===== src/rtl/core/wstfu_pkg.sv =====
// Shared types and constants for the WebSocket text frame unmasker.
package wstfu_pkg;

   // Result status codes
   typedef enum logic [1:0] {
      STATUS_DATA    = 2'd0,
      STATUS_EMPTY   = 2'd1,
      STATUS_INVALID = 2'd2
   } status_type;

   // Header checks
   localparam logic [7:0] FIN_BIT      = 8'h80;
   localparam logic [7:0] OPCODE_MASK  = 8'h0F;
   localparam logic [7:0] OPCODE_TEXT  = 8'h01;
   localparam logic [7:0] LENGTH_MASK  = 8'h7F;
   localparam logic [6:0] MAX_LENGTH   = 7'd125;

   // Byte positions within a buffer
   localparam logic [7:0] POS_HEADER   = 8'd0;
   localparam logic [7:0] POS_LENGTH   = 8'd1;
   localparam logic [7:0] POS_KEY_LAST = 8'd5;
   localparam logic [7:0] POS_PAYLOAD  = 8'd6;
   localparam logic [7:0] POS_LIMIT    = 8'd255;
   // Payload byte at pos is last when pos >= length + LAST_OFFSET
   localparam logic [7:0] LAST_OFFSET  = 8'd5;

   // Classified work item passed from front to back
   typedef struct packed {
      status_type kind;
      logic       is_last;
      logic [7:0] data;
      logic [7:0] key;
   } op_type;

   // Result as presented at the response side
   typedef struct packed {
      logic [7:0] payload_byte;
      logic       is_last;
      status_type status;
   } rsp_type;

endpackage


===== src/rtl/core/websocket_text_frame_unmasker.sv =====
// Top level of the WebSocket text frame unmasker.
//
//   channel   direction  handshake         payload
//   req       in         req_push/req_full rx_byte, buffer_end
//   rsp       out        rsp_empty/rsp_pop payload_byte, is_last, status
//
// One byte per cycle sustained while the rsp side keeps popping. The front
// classifies an accepted request into the op queue; the back unmasks it into
// the result queue when that has room, and the result is then on the rsp ports.
// Reset clears buffer position, length, key and both queues.
// A stalled rsp side fills the result queue, then the op queue, and only then
// raises req_full; from then on every byte waits, even one that gives no result.
module websocket_text_frame_unmasker #(
   parameter int QUEUE_DEPTH = 2
) (
   input  logic       clock,
   input  logic       reset,
   input  logic       req_push,
   output logic       req_full,
   input  logic [7:0] req_rx_byte,
   input  logic       req_buffer_end,
   input  logic       rsp_pop,
   output logic       rsp_empty,
   output logic [7:0] rsp_payload_byte,
   output logic       rsp_is_last,
   output logic [1:0] rsp_status
);
   import wstfu_pkg::*;

   logic    accept;
   logic    op_push, op_full, op_pop, op_empty;
   op_type  op_front, op_back;
   logic    res_push, res_full;
   rsp_type res_back, res_out;

   // Take a request whenever the op queue has room
   assign req_full = op_full;
   assign accept   = req_push && !op_full;

   // Parse header, collect key, classify each byte
   wstfu_front u_front (
      .clock      (clock),
      .reset      (reset),
      .accept     (accept),
      .rx_byte    (req_rx_byte),
      .buffer_end (req_buffer_end),
      .op_push    (op_push),
      .op         (op_front)
   );

   // Decouple classification from unmasking
   wstfu_fifo #(
      .WIDTH ($bits(op_type)),
      .DEPTH (QUEUE_DEPTH)
   ) u_op_queue (
      .clock     (clock),
      .reset     (reset),
      .push      (op_push),
      .push_data (op_front),
      .full      (op_full),
      .pop       (op_pop),
      .pop_data  (op_back),
      .empty     (op_empty)
   );

   // Unmask and build the result
   wstfu_back u_back (
      .op_empty (op_empty),
      .op       (op_back),
      .op_pop   (op_pop),
      .rsp_full (res_full),
      .rsp_push (res_push),
      .rsp      (res_back)
   );

   // Hold finished results until the consumer pops them
   wstfu_fifo #(
      .WIDTH ($bits(rsp_type)),
      .DEPTH (QUEUE_DEPTH)
   ) u_rsp_queue (
      .clock     (clock),
      .reset     (reset),
      .push      (res_push),
      .push_data (res_back),
      .full      (res_full),
      .pop       (rsp_pop),
      .pop_data  (res_out),
      .empty     (rsp_empty)
   );

   assign rsp_payload_byte = res_out.payload_byte;
   assign rsp_is_last      = res_out.is_last;
   assign rsp_status       = res_out.status;

endmodule


===== src/rtl/core/wstfu_fifo.sv =====
// Small register queue with full/empty flags and simultaneous push and pop.
module wstfu_fifo #(
   parameter int WIDTH = 8,
   parameter int DEPTH = 2
) (
   input  logic             clock,
   input  logic             reset,
   input  logic             push,
   input  logic [WIDTH-1:0] push_data,
   output logic             full,
   input  logic             pop,
   output logic [WIDTH-1:0] pop_data,
   output logic             empty
);

   localparam int PTR_W = $clog2(DEPTH);
   localparam int CNT_W = $clog2(DEPTH + 1);
   localparam logic [PTR_W-1:0] LAST_PTR = PTR_W'(DEPTH - 1);
   localparam logic [CNT_W-1:0] FULL_CNT = CNT_W'(DEPTH);

   logic [WIDTH-1:0] mem_ff [DEPTH];
   logic [PTR_W-1:0] wr_ptr_ff, wr_ptr_in;
   logic [PTR_W-1:0] rd_ptr_ff, rd_ptr_in;
   logic [CNT_W-1:0] count_ff,  count_in;
   logic             do_push, do_pop;

   assign full     = (count_ff == FULL_CNT);
   assign empty    = (count_ff == '0);
   assign do_push  = push && !full;
   assign do_pop   = pop && !empty;
   assign pop_data = mem_ff[rd_ptr_ff];

   always_comb begin
      wr_ptr_in = wr_ptr_ff;
      rd_ptr_in = rd_ptr_ff;
      count_in  = count_ff;
      if (do_push) begin
         wr_ptr_in = (wr_ptr_ff == LAST_PTR) ? '0 : wr_ptr_ff + 1'b1;
      end
      if (do_pop) begin
         rd_ptr_in = (rd_ptr_ff == LAST_PTR) ? '0 : rd_ptr_ff + 1'b1;
      end
      if (do_push && !do_pop) begin
         count_in = count_ff + 1'b1;
      end else if (do_pop && !do_push) begin
         count_in = count_ff - 1'b1;
      end
   end

   always_ff @(posedge clock) begin
      if (reset) begin
         wr_ptr_ff <= '0;
         rd_ptr_ff <= '0;
         count_ff  <= '0;
      end else begin
         wr_ptr_ff <= wr_ptr_in;
         rd_ptr_ff <= rd_ptr_in;
         count_ff  <= count_in;
      end
   end

   always_ff @(posedge clock) begin
      if (do_push) begin
         mem_ff[wr_ptr_ff] <= push_data;
      end
   end

endmodule


===== src/rtl/core/wstfu_front.sv =====
// Front end: tracks buffer position, parses header and key, classifies bytes.
module wstfu_front (
   input  logic              clock,
   input  logic              reset,
   input  logic              accept,
   input  logic [7:0]        rx_byte,
   input  logic              buffer_end,
   output logic              op_push,
   output wstfu_pkg::op_type op
);
   import wstfu_pkg::*;

   logic [7:0]  pos_ff,  pos_in;
   logic [6:0]  len_ff,  len_in;
   logic [31:0] key_ff,  key_in;
   logic        skip_ff, skip_in;
   logic        emit, done, bad_header, last_byte;
   logic [1:0]  lane;

   // Key lane and payload index mod 4 share the same low bits (pos - 2)
   assign lane      = {~pos_ff[1], pos_ff[0]};
   assign last_byte = (pos_ff >= ({1'b0, len_ff} + LAST_OFFSET));
   assign bad_header = ((rx_byte & FIN_BIT) != FIN_BIT) ||
                       ((rx_byte & OPCODE_MASK) != OPCODE_TEXT);

   always_comb begin
      emit       = 1'b0;
      done       = 1'b0;
      len_in     = len_ff;
      key_in     = key_ff;
      op.kind    = STATUS_INVALID;
      op.is_last = 1'b1;
      op.data    = '0;
      op.key     = key_ff[8*lane +: 8];

      if (skip_ff) begin
         emit = 1'b0;
      end else if (pos_ff == POS_HEADER) begin
         if (bad_header) begin
            emit = 1'b1;
            done = 1'b1;
         end else if (buffer_end) begin
            emit = 1'b1;
         end
      end else if (pos_ff == POS_LENGTH) begin
         len_in = 7'(rx_byte & LENGTH_MASK);
         if (len_in > MAX_LENGTH || buffer_end) begin
            emit = 1'b1;
            done = 1'b1;
         end
      end else if (pos_ff < POS_PAYLOAD) begin
         key_in[8*lane +: 8] = rx_byte;
         if (pos_ff == POS_KEY_LAST && len_ff == '0) begin
            emit    = 1'b1;
            done    = 1'b1;
            op.kind = STATUS_EMPTY;
         end else if (buffer_end) begin
            emit = 1'b1;
            done = 1'b1;
         end
      end else begin
         emit = 1'b1;
         if (last_byte) begin
            done    = 1'b1;
            op.kind = STATUS_DATA;
            op.data = rx_byte;
         end else if (buffer_end) begin
            done = 1'b1;
         end else begin
            op.kind    = STATUS_DATA;
            op.is_last = 1'b0;
            op.data    = rx_byte;
         end
      end

      // Position bookkeeping; a buffer end always restarts at the header
      pos_in  = pos_ff;
      skip_in = skip_ff;
      if (buffer_end) begin
         pos_in  = '0;
         skip_in = 1'b0;
      end else begin
         skip_in = skip_ff || done;
         if (!skip_in && pos_ff != POS_LIMIT) begin
            pos_in = pos_ff + 1'b1;
         end
      end
   end

   assign op_push = accept && emit;

   always_ff @(posedge clock) begin
      if (reset) begin
         pos_ff  <= '0;
         len_ff  <= '0;
         key_ff  <= '0;
         skip_ff <= 1'b0;
      end else if (accept) begin
         pos_ff  <= pos_in;
         len_ff  <= len_in;
         key_ff  <= key_in;
         skip_ff <= skip_in;
      end
   end

endmodule


===== src/rtl/core/wstfu_back.sv =====
// Back end: unmasks payload bytes and forms the result.
module wstfu_back (
   input  logic               op_empty,
   input  wstfu_pkg::op_type  op,
   output logic               op_pop,
   input  logic               rsp_full,
   output logic               rsp_push,
   output wstfu_pkg::rsp_type rsp
);
   import wstfu_pkg::*;

   assign op_pop   = !op_empty && !rsp_full;
   assign rsp_push = op_pop;

   always_comb begin
      rsp.status       = op.kind;
      rsp.is_last      = op.is_last;
      rsp.payload_byte = (op.kind == STATUS_DATA) ? (op.data ^ op.key) : '0;
   end

endmodule

===== config.mk =====
export PLATFORM = sky130hd
export DESIGN_NAME = websocket_text_frame_unmasker
export DESIGN_NICKNAME = d
export VERILOG_FILES = /design/src/rtl/core/wstfu_pkg.sv /design/src/rtl/core/websocket_text_frame_unmasker.sv /design/src/rtl/core/wstfu_fifo.sv /design/src/rtl/core/wstfu_front.sv /design/src/rtl/core/wstfu_back.sv
export SDC_FILE = /design/constraint.sdc
export NUM_CORES = 1
export LEC_CHECK = 0
export ABC_CLOCK_PERIOD_IN_PS = 3500
export BUFFER_PORTS_ARGS = -buffer_cell sky130_fd_sc_hd__buf_2
export CAP_MARGIN = 30
export CORE_UTILIZATION = 50
export CTS_CLUSTER_DIAMETER = 30
export DETAILED_ROUTE_END_ITERATION = 10
export GPL_TIMING_DRIVEN = 0
export PLACE_DENSITY = 0.67
export SKIP_CTS_REPAIR_TIMING = 1
export SKIP_LAST_GASP = 1
export SYNTH_ARGS = -nofsm -noshare
export SYNTH_HDL_FRONTEND = slang
export SYNTH_HIERARCHICAL = 1
export SYNTH_SLANG_ARGS = --single-unit

===== constraint.sdc =====
create_clock -name clock -period 3.5 [get_ports clock]
set_clock_uncertainty 0.1 [all_clocks]
set_input_delay 0.35 -clock clock [delete_from_list [all_inputs] [get_ports clock]]
set_output_delay 0.35 -clock clock [all_outputs]
set_load 0.05 [all_outputs]

== After elaboration in Yosys (flattened, before gate mapping) ==
Memories as Yosys holds them, arrays and structs flattened. A register that Yosys moved wholly into a read port is not among the register bits.
Cells that the tools add are included.
Cells by class
  add/subtract/negate cells: 11
  bitwise logic cells: 6
  $lt $le $gt $ge: 3
  muxes and demuxes: 45
  shift-type cells: 3
  reduce and logical (&&, ||, !) cells: 36
  equal/unequal tests: 6
Operators with widths (number)
  2-to-1 mux 11 bit: 4
  negation 5 -> 34 bit: 1
  variable shift 8 x 34 -> 32 bit, first input constant: 1
  indexed part select 8 x 34 -> 32 bit: 1
  bitwise mux 32 bit: 1
  2-to-1 mux 8 bit: 4
  indexed part select 32 x 6 -> 8 bit: 1
  2-to-1 mux 1 bit: 28
  2-to-1 mux 2 bit: 7
  logical AND 1 bit: 13
  logical NOT 1 bit: 9
  2-to-1 mux 9 bit: 1
  adder 7 x 3 -> 8 bit, second input constant: 1
  adder 8 x 1 -> 8 bit, second input constant: 1
  == test 8 x 1 -> 1 bit, second input constant: 1
  == test 8 x 3 -> 1 bit, second input constant: 1
  greater-or-equal comparator 8 bit: 1
  logical NOT 8 bit: 1
  less-than comparator 8 x 3 -> 1 bit, second input constant: 1
  inequality test 8 bit, second input constant: 1
  bitwise XOR 8 bit: 1
  greater-than comparator 7 bit, second input constant: 1
  logical NOT 7 bit: 1
  logical NOT 2 bit: 3
  other kinds (11): 25
Storage, ports and cells
  bits in writable memories: 60
  input bits: 13
  register bits after elaboration: 56
  memories: 2
  logic and storage cells: 122
  output and inout bits: 13
Memories
  u_op_queue.mem_ff: words 2, bits a word 19, rd ports 1, clocked after Yosys merged registers in 1, write ports 1, RTL line wstfu_fifo.sv:21  | logic [WIDTH-1:0] mem_ff [DEPTH];
  u_rsp_queue.mem_ff: words 2, bits a word 11, rd ports 1, clocked after Yosys merged registers in 1, write ports 1, RTL line wstfu_fifo.sv:21

== Depth between registers and ports, before layout ==
  depth in word-level cells: 13
  gate-level depth with buffers: 15
  mapped depth without buffers: 14

== Hierarchy ==
Netlist, hierarchy kept.
Modules (own cells, without submodules)
  wstfu_front: cells each 330, instances 1, area an instance 2827.7 um^2, seq. area each 960.9 um^2
  wstfu_fifo (u_op_queue): cells each 84, instances 1, area an instance 1585.3 um^2, seq. area each 1241.2 um^2
  wstfu_fifo (u_rsp_queue): cells each 59, instances 1, area an instance 1007.2 um^2, seq. area each 760.7 um^2
  wstfu_back: cells each 23, instances 1, area an instance 171.4 um^2, seq. area each 0.0 um^2
  websocket_text_frame_unmasker: cells each 1, instances 1, area an instance 13.8 um^2, seq. area each 0.0 um^2

== Worst setup path after synthesis ==
No wires, ideal clock.
  path type: flip-flop to flip-flop
  start point: register u_front.pos_ff[1]
  end point: register u_op_queue.count_ff[1]
  arrival: 2630 ps
  setup slack: 701 ps
  path buffers: 1
  stages on the path, launching flop included: 15
  data required time: 3330 ps
  cell sequence: dfxtp_1 clkbuf_8 inv_1 ha_1 nand4b_1 or4_4 nor2_4 nor2_1 nor2_1 nor2_1 inv_1 nor2_1 ha_1 or3_1 a21oi_1
Between the ends
  cells in the longest elaborated chain, start to end: 12
  elaborated cells between the ends (all ways): 17
  classes of those cells: order compare (1); eq/ne (2); mux (6); reduce/logical (8)
Ends and longest elaborated chain
  start: declaration: RTL line wstfu_front.sv:13  | logic [7:0] pos_ff, pos_in;
  start signal: assignment: RTL line wstfu_front.sv:99  | pos_ff <= pos_in;
  parallel branches: the longest is 5 deep, another holds less-than comparator 8 x 3 -> 1 bit
  2-to-1 mux 1 bit (*): RTL line wstfu_front.sv:38  | end else if (pos_ff == POS_HEADER) begin
  2-to-1 mux 1 bit (*): RTL line wstfu_front.sv:36  | if (skip_ff) begin
  logical AND 1 bit (*): RTL line wstfu_front.sv:90  | assign op_push = accept && emit;
  net op_push: RTL line websocket_text_frame_unmasker.sv:31  | logic op_push, op_full, op_pop, op_empty;
  logical AND 1 bit (*): RTL line wstfu_fifo.sv:29  | assign do_push = push && !full;
  logical NOT 1 bit: RTL line wstfu_fifo.sv:45  | end else if (do_pop && !do_push) begin
  logical AND 1 bit: RTL line wstfu_fifo.sv:45
  nonzero test 2 bit (no source line)
  end signal: assignment: RTL line wstfu_fifo.sv:58  | count_ff <= count_in;
  end: declaration: RTL line wstfu_fifo.sv:24  | logic [CNT_W-1:0] count_ff, count_in;
Mark *: on every way through the listed nets, which the timed path passes.
A chain may end at the register's enable or synchronous reset.

== Final worst setup path ==
Ends and elaborated chain as after synthesis.

==> metrics.md <==
| Metric | Value |
|---|---|
| Min-delay worst type | `input port to flip-flop` |
| Crit Path Max Fanout | `11` |
| CP max-delay cell | `dfxtp_1` |
| Syn_area_per_cell | `11.3 um2` |
| CTS max path bufs | `2` |
| CP most frequent cell | `nor2_1` |
| Grt ovf | `0` |
| Required @ worst endpoint | `3840 ps` |
| Worst R2R End | `u_op_queue/count_ff[1]$_SDFFE_PP0P_` |
| Pin slew with the least headroom to its limit | `852 ps` |
| Run status | `finished clean` |
| Root buffer cell | `clkbuf_8` |
| Initial antenna violation count | `0` |
| Peak VDD IR | `364 uV` |
| # fillers | `879` |
| Wire per inst | `15.5 um` |
| Worst-skew pair later-pin latency | `520 ps` |
| P&R area growth vs syn | `16.6%` |
| CP endpoint | `u_op_queue/count_ff[1]$_SDFFE_PP0P_` |
| Global-route wire length before repair | `17.9 mm` |
| Core area | `0.0109 mm2` |
| FF-to-FF Start | `u_front/pos_ff[1]$_SDFFE_PP0P_` |
| Mapped Area | `0.00561 mm2` |
| Critical-path cell list | `clkbuf_8 -> inv_1 -> ha_1 -> nor2_1 -> o21ai_0 -> a21oi_2 -> nor2_1 -> nor2_1 -> nor2_1 -> inv_1 -> nor2_1 -> ha_1 -> or3_1 -> a21oi_1` |
| Cell Rows | `38` |
| Vias per std cell | `5.38` |
| CTS Sinks | `118` |
| HPWL after detailed placement | `7.61 mm` |
| Port-buffer cells | `25` |
| # IOs | `26` |
| Num CTS Buffers | `17` |
| Fin crit period | `3260 ps` |
| Gate Count Post-Synth | `497` |
| Die width | `108 um` |
| GP Congestion | `0.831` |
| Rel. slew slack | `42.8%` |
| Share of post-route cells with drive strength above 1 | `24.9%` |
| Crit path kind | `flip-flop to flip-flop` |
| CP Depth | `14` |
| Final setup violation count | `0` |
| R2R cell count | `14` |
| DRT Pass-1 Iters | `5` |
| Top cell family by delay on the critical path | `simple AND/OR/NAND/NOR gates` |
| Nets | `572` |
| RSZ-0062 raised after global routing | `no` |
| Yosys cell types | `56` |
| Dominant synthesized flop cell | `edfxtp_1` |
| DIE HEIGHT | `108 um` |
| CP Launch Point | `u_front/pos_ff[1]$_SDFFE_PP0P_` |
| Initial Util | `51.5%` |
| Total power | `4.50 mW` |
| Core Util, Final | `60.0%` |
| Setup crit end kind | `flip-flop` |
| Routed WL | `10.8 mm` |
| Reg2Reg Setup Slack | `240 ps` |
| Seq/Total Area, Yosys | `52.9%` |
| Worst path arrival time | `3600 ps` |
| CP Launch Type | `flip-flop` |
| Total GRT Usage | `20.5%` |
| Number of inserted diodes | `0` |
| Synth warnings | `6` |
| Vias in the first global route | `3,787` |
| PwrDens | `688 mW/mm2` |
| Setup slack at placement | `215 ps` |
| Period utilization | `93.2%` |
| Synthesized flop and latch total | `118` |
| EDFF count, synth | `60` |
| Hold Path Cell Cnt | `3` |
| 1st-iter DRT viols | `224` |
| DR DRC count | `0` |
| Fmax | `306 MHz` |
| H-tree levels | `4` |
| Die area | `0.0116 mm2` |
| CTS tree | `built` |
| Clock transition at path regs | `60 ps` |
| Final hold vios | `0` |
| Buf+Inv Stages, Crit Path | `3` |
| Post-route ant nets | `0` |
| Setup ws final | `237 ps` |
| Max-slew violations | `0` |
| Ys async rst share | `0%` |
| Post-Route Setup TNS | `0 ps` |
| Pleak | `2.29 nW` |
| Max-Cap Viols | `0` |
| Net Count, Synth | `528` |
| Largest net degree at the start of global routing | `20` |
| Via count | `3,736` |
| Largest stage delay, worst path | `640 ps` |
==> logic make-up (layout without fill, tap and decap cells) <==
logic type / Yosys count / after routing / synth area share, %
flip-flops: 118 / 118 / 52.9
AND/OR/NAND/NOR: 190 / 190 / 17.6
AO/OA/AOI/OAI: 69 / 69 / 7.39
XOR/XNOR: 19 / 19 / 2.97
buffers and inverters: 32 / 89 / 3.59
multiplexers: 51 / 51 / 11.6
adder cells (fa/ha/maj): 18 / 18 / 4.02
==> sequential cells by signal, indices dropped and copies added (netlist names), named ones only <==
| name | count |
|---|---|
| u_front/key_ff | 32 |
| u_front/len_ff | 7 |
| u_front/pos_ff | 8 |
| u_front/skip_ff | 1 |
| u_op_queue/count_ff | 2 |
| u_op_queue/mem_ff | 38 |
| u_op_queue/rd_ptr_ff | 1 |
| u_op_queue/wr_ptr_ff | 1 |
| u_rsp_queue/count_ff | 2 |
| u_rsp_queue/mem_ff | 22 |
| u_rsp_queue/rd_ptr_ff | 1 |
| u_rsp_queue/wr_ptr_ff | 1 |
==> metal layers <==
layer | track usage (%) | routed length [um]
met5 | 0 | 0
met4 | 8.90 | 80
met3 | 4.78 | 386
met2 | 34.6 | 5380
met1 | 24.8 | 4930
==> synthesized netlist by cell type, types with 2 or more instances <==
| cell type | n | area (um2) |
|---|---|---|
| nor4_1 | 6 | 37.5 |
| a21oi_1 | 41 | 205 |
| or3_1 | 8 | 50.1 |
| or4_4 | 2 | 22.5 |
| edfxtp_1 | 60 | 1800 |
| and3_1 | 4 | 25.0 |
| nand3_1 | 41 | 205 |
| nor2_2 | 10 | 62.6 |
| mux2_2 | 30 | 338 |
| nand4b_1 | 2 | 17.5 |
| buf_4 | 6 | 45.0 |
| buf_2 | 6 | 30.0 |
| nor3_1 | 4 | 20.0 |
| nand2_1 | 50 | 188 |
| mux4_2 | 8 | 180 |
| nor2_1 | 30 | 113 |
| xor2_1 | 10 | 87.6 |
| inv_1 | 10 | 37.5 |
| xnor2_1 | 9 | 78.8 |
| and2_1 | 14 | 87.6 |
| nand2b_1 | 2 | 12.5 |
| clkbuf_8 | 3 | 41.3 |
| mux2i_1 | 13 | 130 |
| dfxtp_1 | 58 | 1160 |
| nor2b_2 | 2 | 17.5 |
| o21ai_0 | 13 | 65.1 |
| nand4_1 | 4 | 25.0 |
| buf_6 | 2 | 22.5 |
| ha_1 | 18 | 225 |
| clkbuf_1 | 3 | 11.3 |
| o21a_1 | 3 | 22.5 |
==> worst min-delay path by stage <==
stage | slack, ps | end | start
after global routing | 50 | u_front/key_ff[23]$_SDFFE_PP0P_ | req_rx_byte[7]
after floorplan | 320 | u_op_queue/count_ff[1]$_SDFFE_PP0P_ | reset
after CTS | 30 | u_front/key_ff[23]$_SDFFE_PP0P_ | req_rx_byte[7]
final | 60 | u_front/key_ff[23]$_SDFFE_PP0P_ | req_rx_byte[7]
after detailed placement | 340 | u_front/key_ff[17]$_SDFFE_PP0P_ | u_front/key_ff[17]$_SDFFE_PP0P_
after global placement | 340 | u_front/key_ff[28]$_SDFFE_PP0P_ | u_front/key_ff[28]$_SDFFE_PP0P_
==> layout by cell type (no fill, tap or decap), drive strengths merged, types with 3 or more instances in the layout <==
cell type,synthesis,layout
o21ai,14,14
nand4,4,4
clkinvlp,0,3
o21a,3,3
clkbuf,6,25
nor2b,4,4
edfxtp,60,60
xnor2,9,9
or3,8,8
bufinv,0,5
mux2,30,30
nor3,5,5
mux4,8,8
and3,4,4
nand2,50,50
nor2,41,41
inv,10,9
xor2,10,10
nand3,41,41
a21oi,42,42
ha,18,18
nor4,6,6
mux2i,13,13
dfxtp,58,58
buf,15,40
clkinv,0,6
and2,14,14
==> cell type report <==
cell class	count	area [um2]	area share [%]
plain buffers	22	164	2.51
clock buffers	19	422	6.45
clock inverters	13	205	3.14
inverters	10	41.3	0.632
multi-input cells	347	2440	37.4
flip-flops and latches	118	2960	45.3
well taps	140	175	2.68
repair buffers	25	125	1.91
==> where the power goes <==
part | internal [mW] | leakage [nW] | switching (mW)
clock | 1.22 | 0.299 | 0.594
sequential | 1.65 | 1.01 | 0.0616
combinational | 0.350 | 0.978 | 0.618
total | 3.22 | 2.29 | 1.27
==> worst register-to-register path, stage by stage, from the launching register on <==
cell and delay (ps):
dfxtp_1 640, clkbuf_8 290, inv_1 70, ha_1 270
nor2_1 190, o21ai_0 150, a21oi_2 320, nor2_1 90
nor2_1 90, nor2_1 40, inv_1 80, nor2_1 60
ha_1 320, or3_1 350, a21oi_1 140
==> stage by stage <==
stage	hold slack, ps	cells	cell area, um2
floorplan	319	497	5610
global placement	335	662	5910
detailed placement	344	662	5910
CTS	34.0	694	6530
global route	50.3	694	6540
finish	62.6	694	6540
(Power assumes the default switching activity.)
